## src/rtl/skbs_pkg.sv

```systemverilog
// Shared constants, types and helpers for the sorted key binary search block.
package skbs_pkg;

    // Table geometry
    localparam int TABLE_DEPTH = 8192;
    localparam int ADDR_W      = $clog2(TABLE_DEPTH);
    localparam int PTR_W       = $clog2(TABLE_DEPTH + 1);

    // Field widths
    localparam int SLOT_W  = 13;
    localparam int CP_W    = 21;
    localparam int WORD_W  = 32;
    localparam int CNT_W   = 14;
    localparam int ENTRY_W = CP_W + 2 * WORD_W;

    // Stream payload widths
    localparam int S_TDATA_W = ((SLOT_W + CP_W + 2 * WORD_W + 7) / 8) * 8;
    localparam int M_TDATA_W = 2 * WORD_W;

    // s_tdata field positions
    localparam int SLOT_LSB = 0;
    localparam int CP_LSB   = SLOT_LSB + SLOT_W;
    localparam int OFF_LSB  = CP_LSB + CP_W;
    localparam int LEN_LSB  = OFF_LSB + WORD_W;

    // Request kinds carried on s_tuser
    localparam logic CMD_LOAD   = 1'b0;
    localparam logic CMD_LOOKUP = 1'b1;

    localparam logic [CNT_W-1:0] COUNT_RESET = CNT_W'(1);

    // Controller to datapath commands
    typedef struct packed {
        logic load_we;    // write the accepted entry
        logic lookup;     // latch key, open the search range
        logic start;      // issue the first probe read
        logic probe;      // evaluate probe data, narrow the range
        logic take_hit;   // capture the probed entry as the result
        logic take_miss;  // capture an all-zero miss result
        logic push;       // move the captured result to the output register
    } cmd_t;

    // Datapath to controller status
    typedef struct packed {
        logic range_empty; // lo >= end before the first probe
        logic probe_hit;   // probed key equals search key
        logic probe_last;  // range empty after this probe
        logic out_free;    // output register can take a result
    } status_t;

    // Midpoint of the half-open range [lo, end), end > lo
    function automatic logic [ADDR_W-1:0] mid_of(input logic [PTR_W-1:0] lo,
                                                 input logic [PTR_W-1:0] hi_excl);
        logic [PTR_W:0] sum;
        sum = {1'b0, lo} + {1'b0, hi_excl} - (PTR_W+1)'(1);
        return ADDR_W'(sum >> 1);
    endfunction

endpackage

```

## src/rtl/skbs_ctrl.sv

```systemverilog
// Sequencing state machine for loads and binary search lookups.
module skbs_ctrl (
    input  logic                aclk,
    input  logic                aresetn,
    input  logic                s_tvalid,
    output logic                s_tready,
    input  logic                req_kind,
    input  skbs_pkg::status_t   status,
    output skbs_pkg::cmd_t      cmd
);

    localparam logic [1:0] ST_IDLE   = 2'd0;
    localparam logic [1:0] ST_START  = 2'd1;
    localparam logic [1:0] ST_SEARCH = 2'd2;
    localparam logic [1:0] ST_PUSH   = 2'd3;

    logic [1:0] state_reg;
    logic [1:0] state_next;
    logic       accept;

    assign s_tready = (state_reg == ST_IDLE);
    assign accept   = s_tvalid && s_tready;

    // Next state and command decode
    always_comb begin
        state_next = state_reg;
        cmd        = '0;
        unique case (state_reg)
            ST_IDLE: begin
                if (accept) begin
                    if (req_kind == skbs_pkg::CMD_LOOKUP) begin
                        cmd.lookup = 1'b1;
                        state_next = ST_START;
                    end else begin
                        cmd.load_we = 1'b1;
                    end
                end
            end
            ST_START: begin
                if (status.range_empty) begin
                    cmd.take_miss = 1'b1;
                    state_next    = ST_PUSH;
                end else begin
                    cmd.start  = 1'b1;
                    state_next = ST_SEARCH;
                end
            end
            ST_SEARCH: begin
                cmd.probe = 1'b1;
                if (status.probe_hit) begin
                    cmd.take_hit = 1'b1;
                    state_next   = ST_PUSH;
                end else if (status.probe_last) begin
                    cmd.take_miss = 1'b1;
                    state_next    = ST_PUSH;
                end
            end
            ST_PUSH: begin
                if (status.out_free) begin
                    cmd.push   = 1'b1;
                    state_next = ST_IDLE;
                end
            end
            default: begin
                state_next = ST_IDLE;
            end
        endcase
    end

    // State register
    always_ff @(posedge aclk) begin
        if (!aresetn) begin
            state_reg <= ST_IDLE;
        end else begin
            state_reg <= state_next;
        end
    end

endmodule

```

## config.mk

```make
export PLATFORM = sky130hd
export DESIGN_NAME = skbs_ctrl
export DESIGN_NICKNAME = d
export VERILOG_FILES = /design/src/rtl/skbs_pkg.sv /design/src/rtl/skbs_ctrl.sv
export SDC_FILE = /design/constraint.sdc
export NUM_CORES = 1
export LEC_CHECK = 0
export ABC_AREA = 1
export ABC_CLOCK_PERIOD_IN_PS = 1100
export BUFFER_PORTS_ARGS = -buffer_cell sky130_fd_sc_hd__buf_2
export CAP_MARGIN = 20
export CELL_PAD_IN_SITES_DETAIL_PLACEMENT = 0
export CELL_PAD_IN_SITES_GLOBAL_PLACEMENT = 2
export CORE_MARGIN = 2
export CORE_UTILIZATION = 16
export DETAILED_ROUTE_END_ITERATION = 10
export GPL_ROUTABILITY_DRIVEN = 0
export GPL_TIMING_DRIVEN = 1
export HOLD_SLACK_MARGIN = 0.12
export PLACE_DENSITY = 0.64
export REMOVE_ABC_BUFFERS = 1
export SLEW_MARGIN = 20
export SYNTH_ARGS = -nofsm -noshare
export SYNTH_HDL_FRONTEND = slang
export SYNTH_SLANG_ARGS = --single-unit
```

## constraint.sdc

```tcl
create_clock -name aclk -period 1.1 [get_ports aclk]
set_clock_uncertainty 0.05 [all_clocks]
set_input_delay 0.165 -clock aclk [delete_from_list [all_inputs] [get_ports aclk]]
set_output_delay 0.165 -clock aclk [all_outputs]
set_load 0.02 [all_outputs]
```

==> implementation parameters, run 1 <==
Parameter                              Value

Power and ir drop
  Switching Share ... 42.7%
  PwrDens ... 2570 nW/um2
  Post-route total power ... 1540 uW
  Combinational share of power ... 77.4%
  Largest voltage drop on the vdd net ... 0.000906 V
  Internal portion of total power ... 883 uW
  Leakage power ... 0.000293 uW
  Sequential Power Share ... 12.0%
  Total net switching power ... 659 uW
  Clock share of power ... 10.6%

Synth
  Compound-cell area share of the yosys netlist ... 4.85%
  Post-synth EDFFs ... 0
  Yosys Warn Count ... 0
  Arithmetic-cell share of the synthesized area counting full adders, half adders and majority gates ... 29.1%
  Async set or reset register ratio after synthesis ... 0%
  Basic-gate share of the synthesized area counting and, or, nand and nor cells ... 40.3%
  Register bit total from synthesis ... 2
  Area of the mapped netlist ... 258 um2
  Predominant post-synthesis flop cell ... dfxtp_1
  Post-synthesis sequential area ratio ... 15.5%
  Parity-gate share of the synthesized area counting xor and xnor cells ... 0%
  Count of mapped cells out of synthesis ... 41
  Average cell area after synthesis ... 6.29 um2
  Most instantiated cells after synthesis ... 12 x nand2_1, 8 x nor2_1, 6 x ha_1, 6 x inv_1, 2 x dfxtp_1
  Share of the synthesized area in the top cell type ... 29.1%
  Share of synthesized area spent on multiplexers ... 0%
  Dominant combinational cell family by area after synthesis ... simple AND/OR/NAND/NOR gates
  Yosys cell types ... 12
  Main area contributors after synthesis ... ha_1 29%, nand2_1 17%, dfxtp_1 16%
  Top-count cell post-synth ... nand2_1
  Cell type with the highest aggregate area in the netlist ... ha_1

Run
  # Max-Cap Violations ... 0

Route
  Number of optimization iterations in the first detailed-route pass ... 3
  Number of remaining DRC errors ... 0
  Post-route antenna net violation count ... 0
  DR vias ... 320
  Final WL ... 725 um
  Number of design-rule violations left by the first detailed-router iteration ... 2
  Post-DR wirelength/cell ... 8.63 um
  Vias per cell ... 3.81

Timing
  Pins Over Slew Limit ... 0
  Setup ws final ... -0.288 ns
  Final period demand of the worst path ... 1.39 ns
  Setup Viol. Count Final ... 10
  Worst Max-Slew Pin Slew ... 0.141 ns
  Crit share post-route ... 126%
  Setup repair after global routing missed its margin ... true
  Worst relative slew slack ... 90.6%
  Final count of hold timing violations ... 0
  F_max ... 721 MHz

Place
  Port Buffers ... 15
  Cell count after placement ... 77
  DPL Wire Length ... 527 um
  Placed Instance Area ... 390 um2

Finish
  Fraction of final layout cells with drive strength greater than 1 ... 67.6%
  Number of cells in the finished layout apart from fillers ... 84
  Post-route standard cell area excluding fillers ... 599 um2
  Flip-flop count of the largest register, all copies and words added ... 2
  Layout overhead on the synthesized area ... 133%
  Fillcell total ... 154
  Nets ... 84
  Antenna cell count ... 0

Clock tree
  Clock Sinks ... 2
  Clk pin slew, worst setup/hold paths ... 0.03 ns
  Maximum clock insertion buffer count ... 2
  Maximum level of the CTS H-tree ... 1
  Clock latency on the worst-skew pair ... 0.23 ns
  TritonCTS buffer count ... 3
  TritonCTS clock tree ... done
  Clock root buffer master ... clkbuf_4

Setup path
  Crit-path max FO ... 3
  Critical path launch point type ... flop
  Crit path required time ... 0.88 ns
  WS Path Type ... reg2out
  Endpoint arrival time on the critical path ... 1.17 ns
  Sort of element at the end of the critical path ... primary output

Floorplan
  Floorplan die height ... 44.1 um
  Placeable core region ... 1510 um2
  Area enclosed by the die boundary ... 1950 um2
  Starting Density ... 17.1%
  Number of top-level pins ... 16
  # rows ... 14
  Die width ... 44.1 um

Global route
  Number of antenna violations at the first check in global routing ... 0
  Vias in the first global route ... 271
  Total track usage ... 8.31%
  Total overflow reported by the global router ... 0
  First-pass GRT wire length ... 1.10 mm
  Maximum number of pins on one net before global-route repair ... 5

Worst hold path
  Path type of the worst min-delay path ... in2reg

Run status
  Result of the run ... finished with violations
  Violated checks ... negative setup slack
worst max-delay path, stage by stage, from the launching register on:
cell and delay (ns):
dfxtp_4 0.36, inv_4 0.05, ha_4 0.25, a21boi_2 0.13, buf_4 0.14
per-stage QoR:
stage	setup TNS, ns	hold slack, ns	setup WS [ns]	utilization (%)
global placement	-0.534	0.362	-0.149	25.9
floorplan	-1.19	0.235	-0.377	-
CTS	-1.84	0.252	-0.300	39.3
global route	-2.19	0.289	-0.334	39.8
finish	-1.73	0.263	-0.288	39.8
detailed placement	-0.603	0.359	-0.171	25.9
cells in the final DEF, fill, tap and decap left out:
| cell type | Yosys | routed |
|---|---|---|
| dfxtp_4 | 0 | 2 |
| inv_2 | 1 | 3 |
| buf_4 | 0 | 9 |
| buf_6 | 0 | 7 |
| nand2_1 | 12 | 9 |
| nand2_2 | 1 | 3 |
| nand2_4 | 0 | 1 |
| dlygate4sd3_1 | 0 | 1 |
| nor2_1 | 8 | 8 |
| a21oi_2 | 0 | 1 |
| inv_4 | 0 | 1 |
| clkbuf_4 | 0 | 3 |
| buf_2 | 0 | 7 |
| ha_4 | 0 | 5 |
| inv_6 | 0 | 1 |
| a21boi_2 | 0 | 1 |
| nand3_1 | 1 | 1 |
| nand3b_1 | 1 | 1 |
| ha_2 | 0 | 1 |
| nand3_4 | 0 | 1 |
| inv_1 | 6 | 2 |
worst paths after layout:
kind / start / to / slack (ns) / depth (start not counted)
setup / recovery: state_reg[0] / cmd[1] / -0.29 / 4
hold / removal: status[3] / state_reg[0] / 0.26 / 5
setup reg to reg: state_reg[0] / state_reg[0] / -0.06 / 7
hold reg to reg: state_reg[1] / state_reg[1] / 0.66 / 4
layer usage:
layer	up-vias	share of wire [%]	GRT usage [%]
met4	0	2.6	7.27
met3	2	5.4	2.45
met5	-	0	0
met2	13	50	13.2
met1	126	42	8.85
li1	179	-	-
final cells by class:
cell class,instances,area (um2),area share (%)
clock buffers,3,22.5,3.76
well taps,16,20.0,3.34
inverters,7,33.8,5.64
repair buffers,24,191,31.9
flip-flops and latches,2,47.5,7.93
multi-input cells,32,284,47.4
power by group through the flow:
stage | clock network (uW) | logic [uW] | registers [uW]
final | 163 | 1190 | 185
after global routing | 179 | 1310 | 190
after CTS | 173 | 1180 | 179
after detailed placement | 0 | 718 | 134
after global placement | 0 | 733 | 131
after floorplan | 0 | 448 | 139
cell families (layout without fill, tap and decap cells):
group | after synthesis | count (layout)
and+or+nand+nor | 24 | 24
buffers and inverters | 7 | 34
adders and majority gates | 6 | 6
AOI/OAI and AO/OA | 2 | 2
DFF | 2 | 2
timing repair:
item / CTS / global route
setup buffers: 4 / 0
pin swaps: 6 / 1
hold endpoints to repair: 2 / 0
setup endpoints to repair: 10 / 10
hold buffers: 1 / 0
resized for setup: 40 / 4
Note: power is estimated with default switching activity, not from simulation.
==> run 2: changes to the inputs <==
Settings changed: ABC_CLOCK_PERIOD_IN_PS 1100 to 1300, CORE_UTILIZATION 16 to 17, PLACE_DENSITY 0.64 to 0.65.
Clock period 1.1 ns to 1.3 ns, I/O delays scaled along.
==> run 2 against run 1 <==
Effect of this change:
- the flow still finishes with violations (negative setup slack)
- first-iteration DRC count increased by 50%
- sequential power shrank 15%
- clock power shrank 17%
- worst hold slack got worse by 0.11 ns
- cell area down 11%
- non-clock buffer count is 5 lower
- combinational power fell by 32%
- register-to-register slack improved by 0.17 ns
- critical path depth unchanged
- flip-flop and latch count is the same
==> implementation parameters, run 2 (synthesized netlist as in run 1, its figures left out) <==
Parameter                              Value

Finish
  Most common cell after layout, fill and taps aside ... nand2_1
  Antenna cell count ... 0 (unchanged)
  Multi-input logic area ... 274 um2 (was 284 um2)
  Nets ... 79 (was 84)
  Commonest cells after routing, fill and taps aside ... 11 x nand2_1, 8 x buf_2, 7 x nor2_1, 7 x buf_4, 5 x ha_4 (was 9 x nand2_1, 9 x buf_4, 8 x nor2_1)
  Flip-flop count of the largest register, all copies and words added ... 2 (unchanged)
  Fillcell total ... 159 (was 154)
  Layout overhead on the synthesized area ... 107% (was 133%)
  Storage cell area ... 47.5 um2 (unchanged)
  Number of cells in the finished layout apart from fillers ... 79 (was 84)
  Fraction of final layout cells with drive strength greater than 1 ... 63.5% (was 67.6%)

Clock tree
  TritonCTS buffer count ... 3 (unchanged)
  Clock Sinks ... 2 (unchanged)
  Clock root buffer master ... clkbuf_4 (unchanged)
  TritonCTS clock tree ... done (unchanged)
  Clk pin slew, worst setup/hold paths ... 0.03 ns (about the same)
  Maximum clock insertion buffer count ... 2 (unchanged)
  Number of hold buffers added after CTS ... 0 (was 1)
  Clock latency on the worst-skew pair ... 0.22 ns (was 0.23 ns)
  Maximum level of the CTS H-tree ... 1 (unchanged)

Floorplan
  Die width ... 42.9 um (was 44.1 um)
  Floorplan die height ... 42.9 um (was 44.1 um)
  Placeable core region ... 1450 um2 (was 1510 um2)
  # rows ... 14 (unchanged)
  Number of top-level pins ... 16 (unchanged)
  Area enclosed by the die boundary ... 1840 um2 (was 1950 um2)
  Starting Density ... 17.7% (was 17.1%)

Route
  Number of remaining DRC errors ... 0 (unchanged)
  Number of design-rule violations left by the first detailed-router iteration ... 3 (was 2)
  Post-DR wirelength/cell ... 8.76 um (was 8.63 um)
  Number of optimization iterations in the first detailed-route pass ... 2 (was 3)
  Final WL ... 692 um (was 725 um)
  DR vias ... 305 (was 320)
  Vias per cell ... 3.86 (was 3.81)
  Post-route antenna net violation count ... 0 (unchanged)

Timing
  Pins Over Slew Limit ... 0 (unchanged)
  Crit share post-route ... 110%
  Final setup TNS ... -0.257 ns (was -1.73 ns)
  Setup repair after global routing missed its margin ... true (unchanged)
  Worst Max-Slew Pin Slew ... 0.149 ns (was 0.141 ns)
  Final period demand of the worst path ... 1.42 ns
  F_max ... 702 MHz
  Setup ws final ... -0.124 ns (was -0.288 ns)
  Worst Hold Margin ... 0.156 ns (was 0.263 ns)
  Worst relative slew slack ... 90.1% (was 90.6%)
  Setup Viol. Count Final ... 4 (was 10)
  Final count of hold timing violations ... 0 (unchanged)

Place
  DPL Wire Length ... 540 um (was 527 um)
  Cell count after placement ... 76 (was 77)
  Port Buffers ... 15 (unchanged)
  Placement Setup Slack ... -0.00947 ns (was -0.171 ns)

Global route
  Number of antenna violations at the first check in global routing ... 0 (unchanged)
  First-pass GRT wire length ... 1.17 mm (was 1.10 mm)
  Total overflow reported by the global router ... 0 (unchanged)
  Vias in the first global route ... 293 (was 271)
  Total track usage ... 8.93% (was 8.31%)
  Maximum number of pins on one net before global-route repair ... 5 (unchanged)

Power and ir drop
  Internal portion of total power ... 594 uW (was 883 uW)
  Leakage power ... 0.000261 uW (was 0.000293 uW)
  Largest voltage drop on the vdd net ... 0.000728 V (was 0.000906 V)
  Switching Share ... 46.4% (was 42.7%)
  Clock share of power ... 12.3% (was 10.6%)
  Combinational share of power ... 73.5% (was 77.4%)
  Total net switching power ... 514 uW (was 659 uW)
  Sequential Power Share ... 14.1% (was 12.0%)
  PwrDens ... 2080 nW/um2 (was 2570 nW/um2)
  Post-route total power ... 1110 uW (was 1540 uW)

Run status
  Violated checks ... negative setup slack (unchanged)
  Result of the run ... finished with violations (unchanged)

Setup path
  Critical path launch point type ... flop (unchanged)
  Sort of element at the end of the critical path ... primary output (unchanged)
  WS Path Type ... reg2out (unchanged)
  Crit path required time ... 1.05 ns (was 0.88 ns)
  Endpoint arrival time on the critical path ... 1.18 ns (was 1.17 ns)
  Crit-path max FO ... 4 (was 3)

Run
  # Max-Cap Violations ... 0 (unchanged)

Worst hold path
  Path type of the worst min-delay path ... in2reg (unchanged)
run 2: repair_timing:
item / 4_1_cts / 5_1_grt
setup buffers: 1 / 0
setup endpoints to repair: 8 / 8
gates resized for setup: 26 / 10
pin swaps: 3 / 6
run 2: power groups by stage:
stage / registers, uW / logic [uW] / clock network, uW
floorplan: 118 / 379 / 0
global placement: 116 / 594 / 0
detailed placement: 119 / 584 / 0
CTS: 157 / 755 / 143
global route: 164 / 903 / 146
finish: 157 / 814 / 136
run 2: critical path, cell delays in order (launching register included):
cell	delay [ns]
dfxtp_4	0.37
inv_4	0.06
ha_4	0.25
a21boi_2	0.13
buf_4	0.14
run 2: area by class of cell:
cell class / instances / area share (%)
tap: 16 / 3.76
clock buffer: 3 / 4.23
sequential: 2 / 8.92
inverter: 7 / 5.87
timing repair buffer: 19 / 25.8
multi-input combinational: 32 / 51.4
run 2: final timing paths:
| path | from | to | slack (ns) | cells after the start |
|---|---|---|---|---|
| setup reg to reg | state_reg[0] | state_reg[0] | 0.11 | 7 |
| hold / removal | aresetn | state_reg[0] | 0.16 | 3 |
| hold reg to reg | state_reg[0] | state_reg[0] | 0.60 | 4 |
| setup / recovery | state_reg[0] | cmd[1] | -0.12 | 4 |
run 2: through the flow:
step           area (um2)  util, %
2_1_floorplan         258        -
3_3_place_gp          383     26.3
3_5_place_dp          383     26.3
4_1_cts               504     34.7
5_1_grt               533     36.7
6_report              533     36.7
run 2: per-layer routing:
metal	GRT usage [%]	vias up	wire length [um]
met2	13.6	9	366
met1	9.39	130	286
met3	2.55	0	39
met5	0	-	0
li1	-	166	-
met4	9.09	0	0
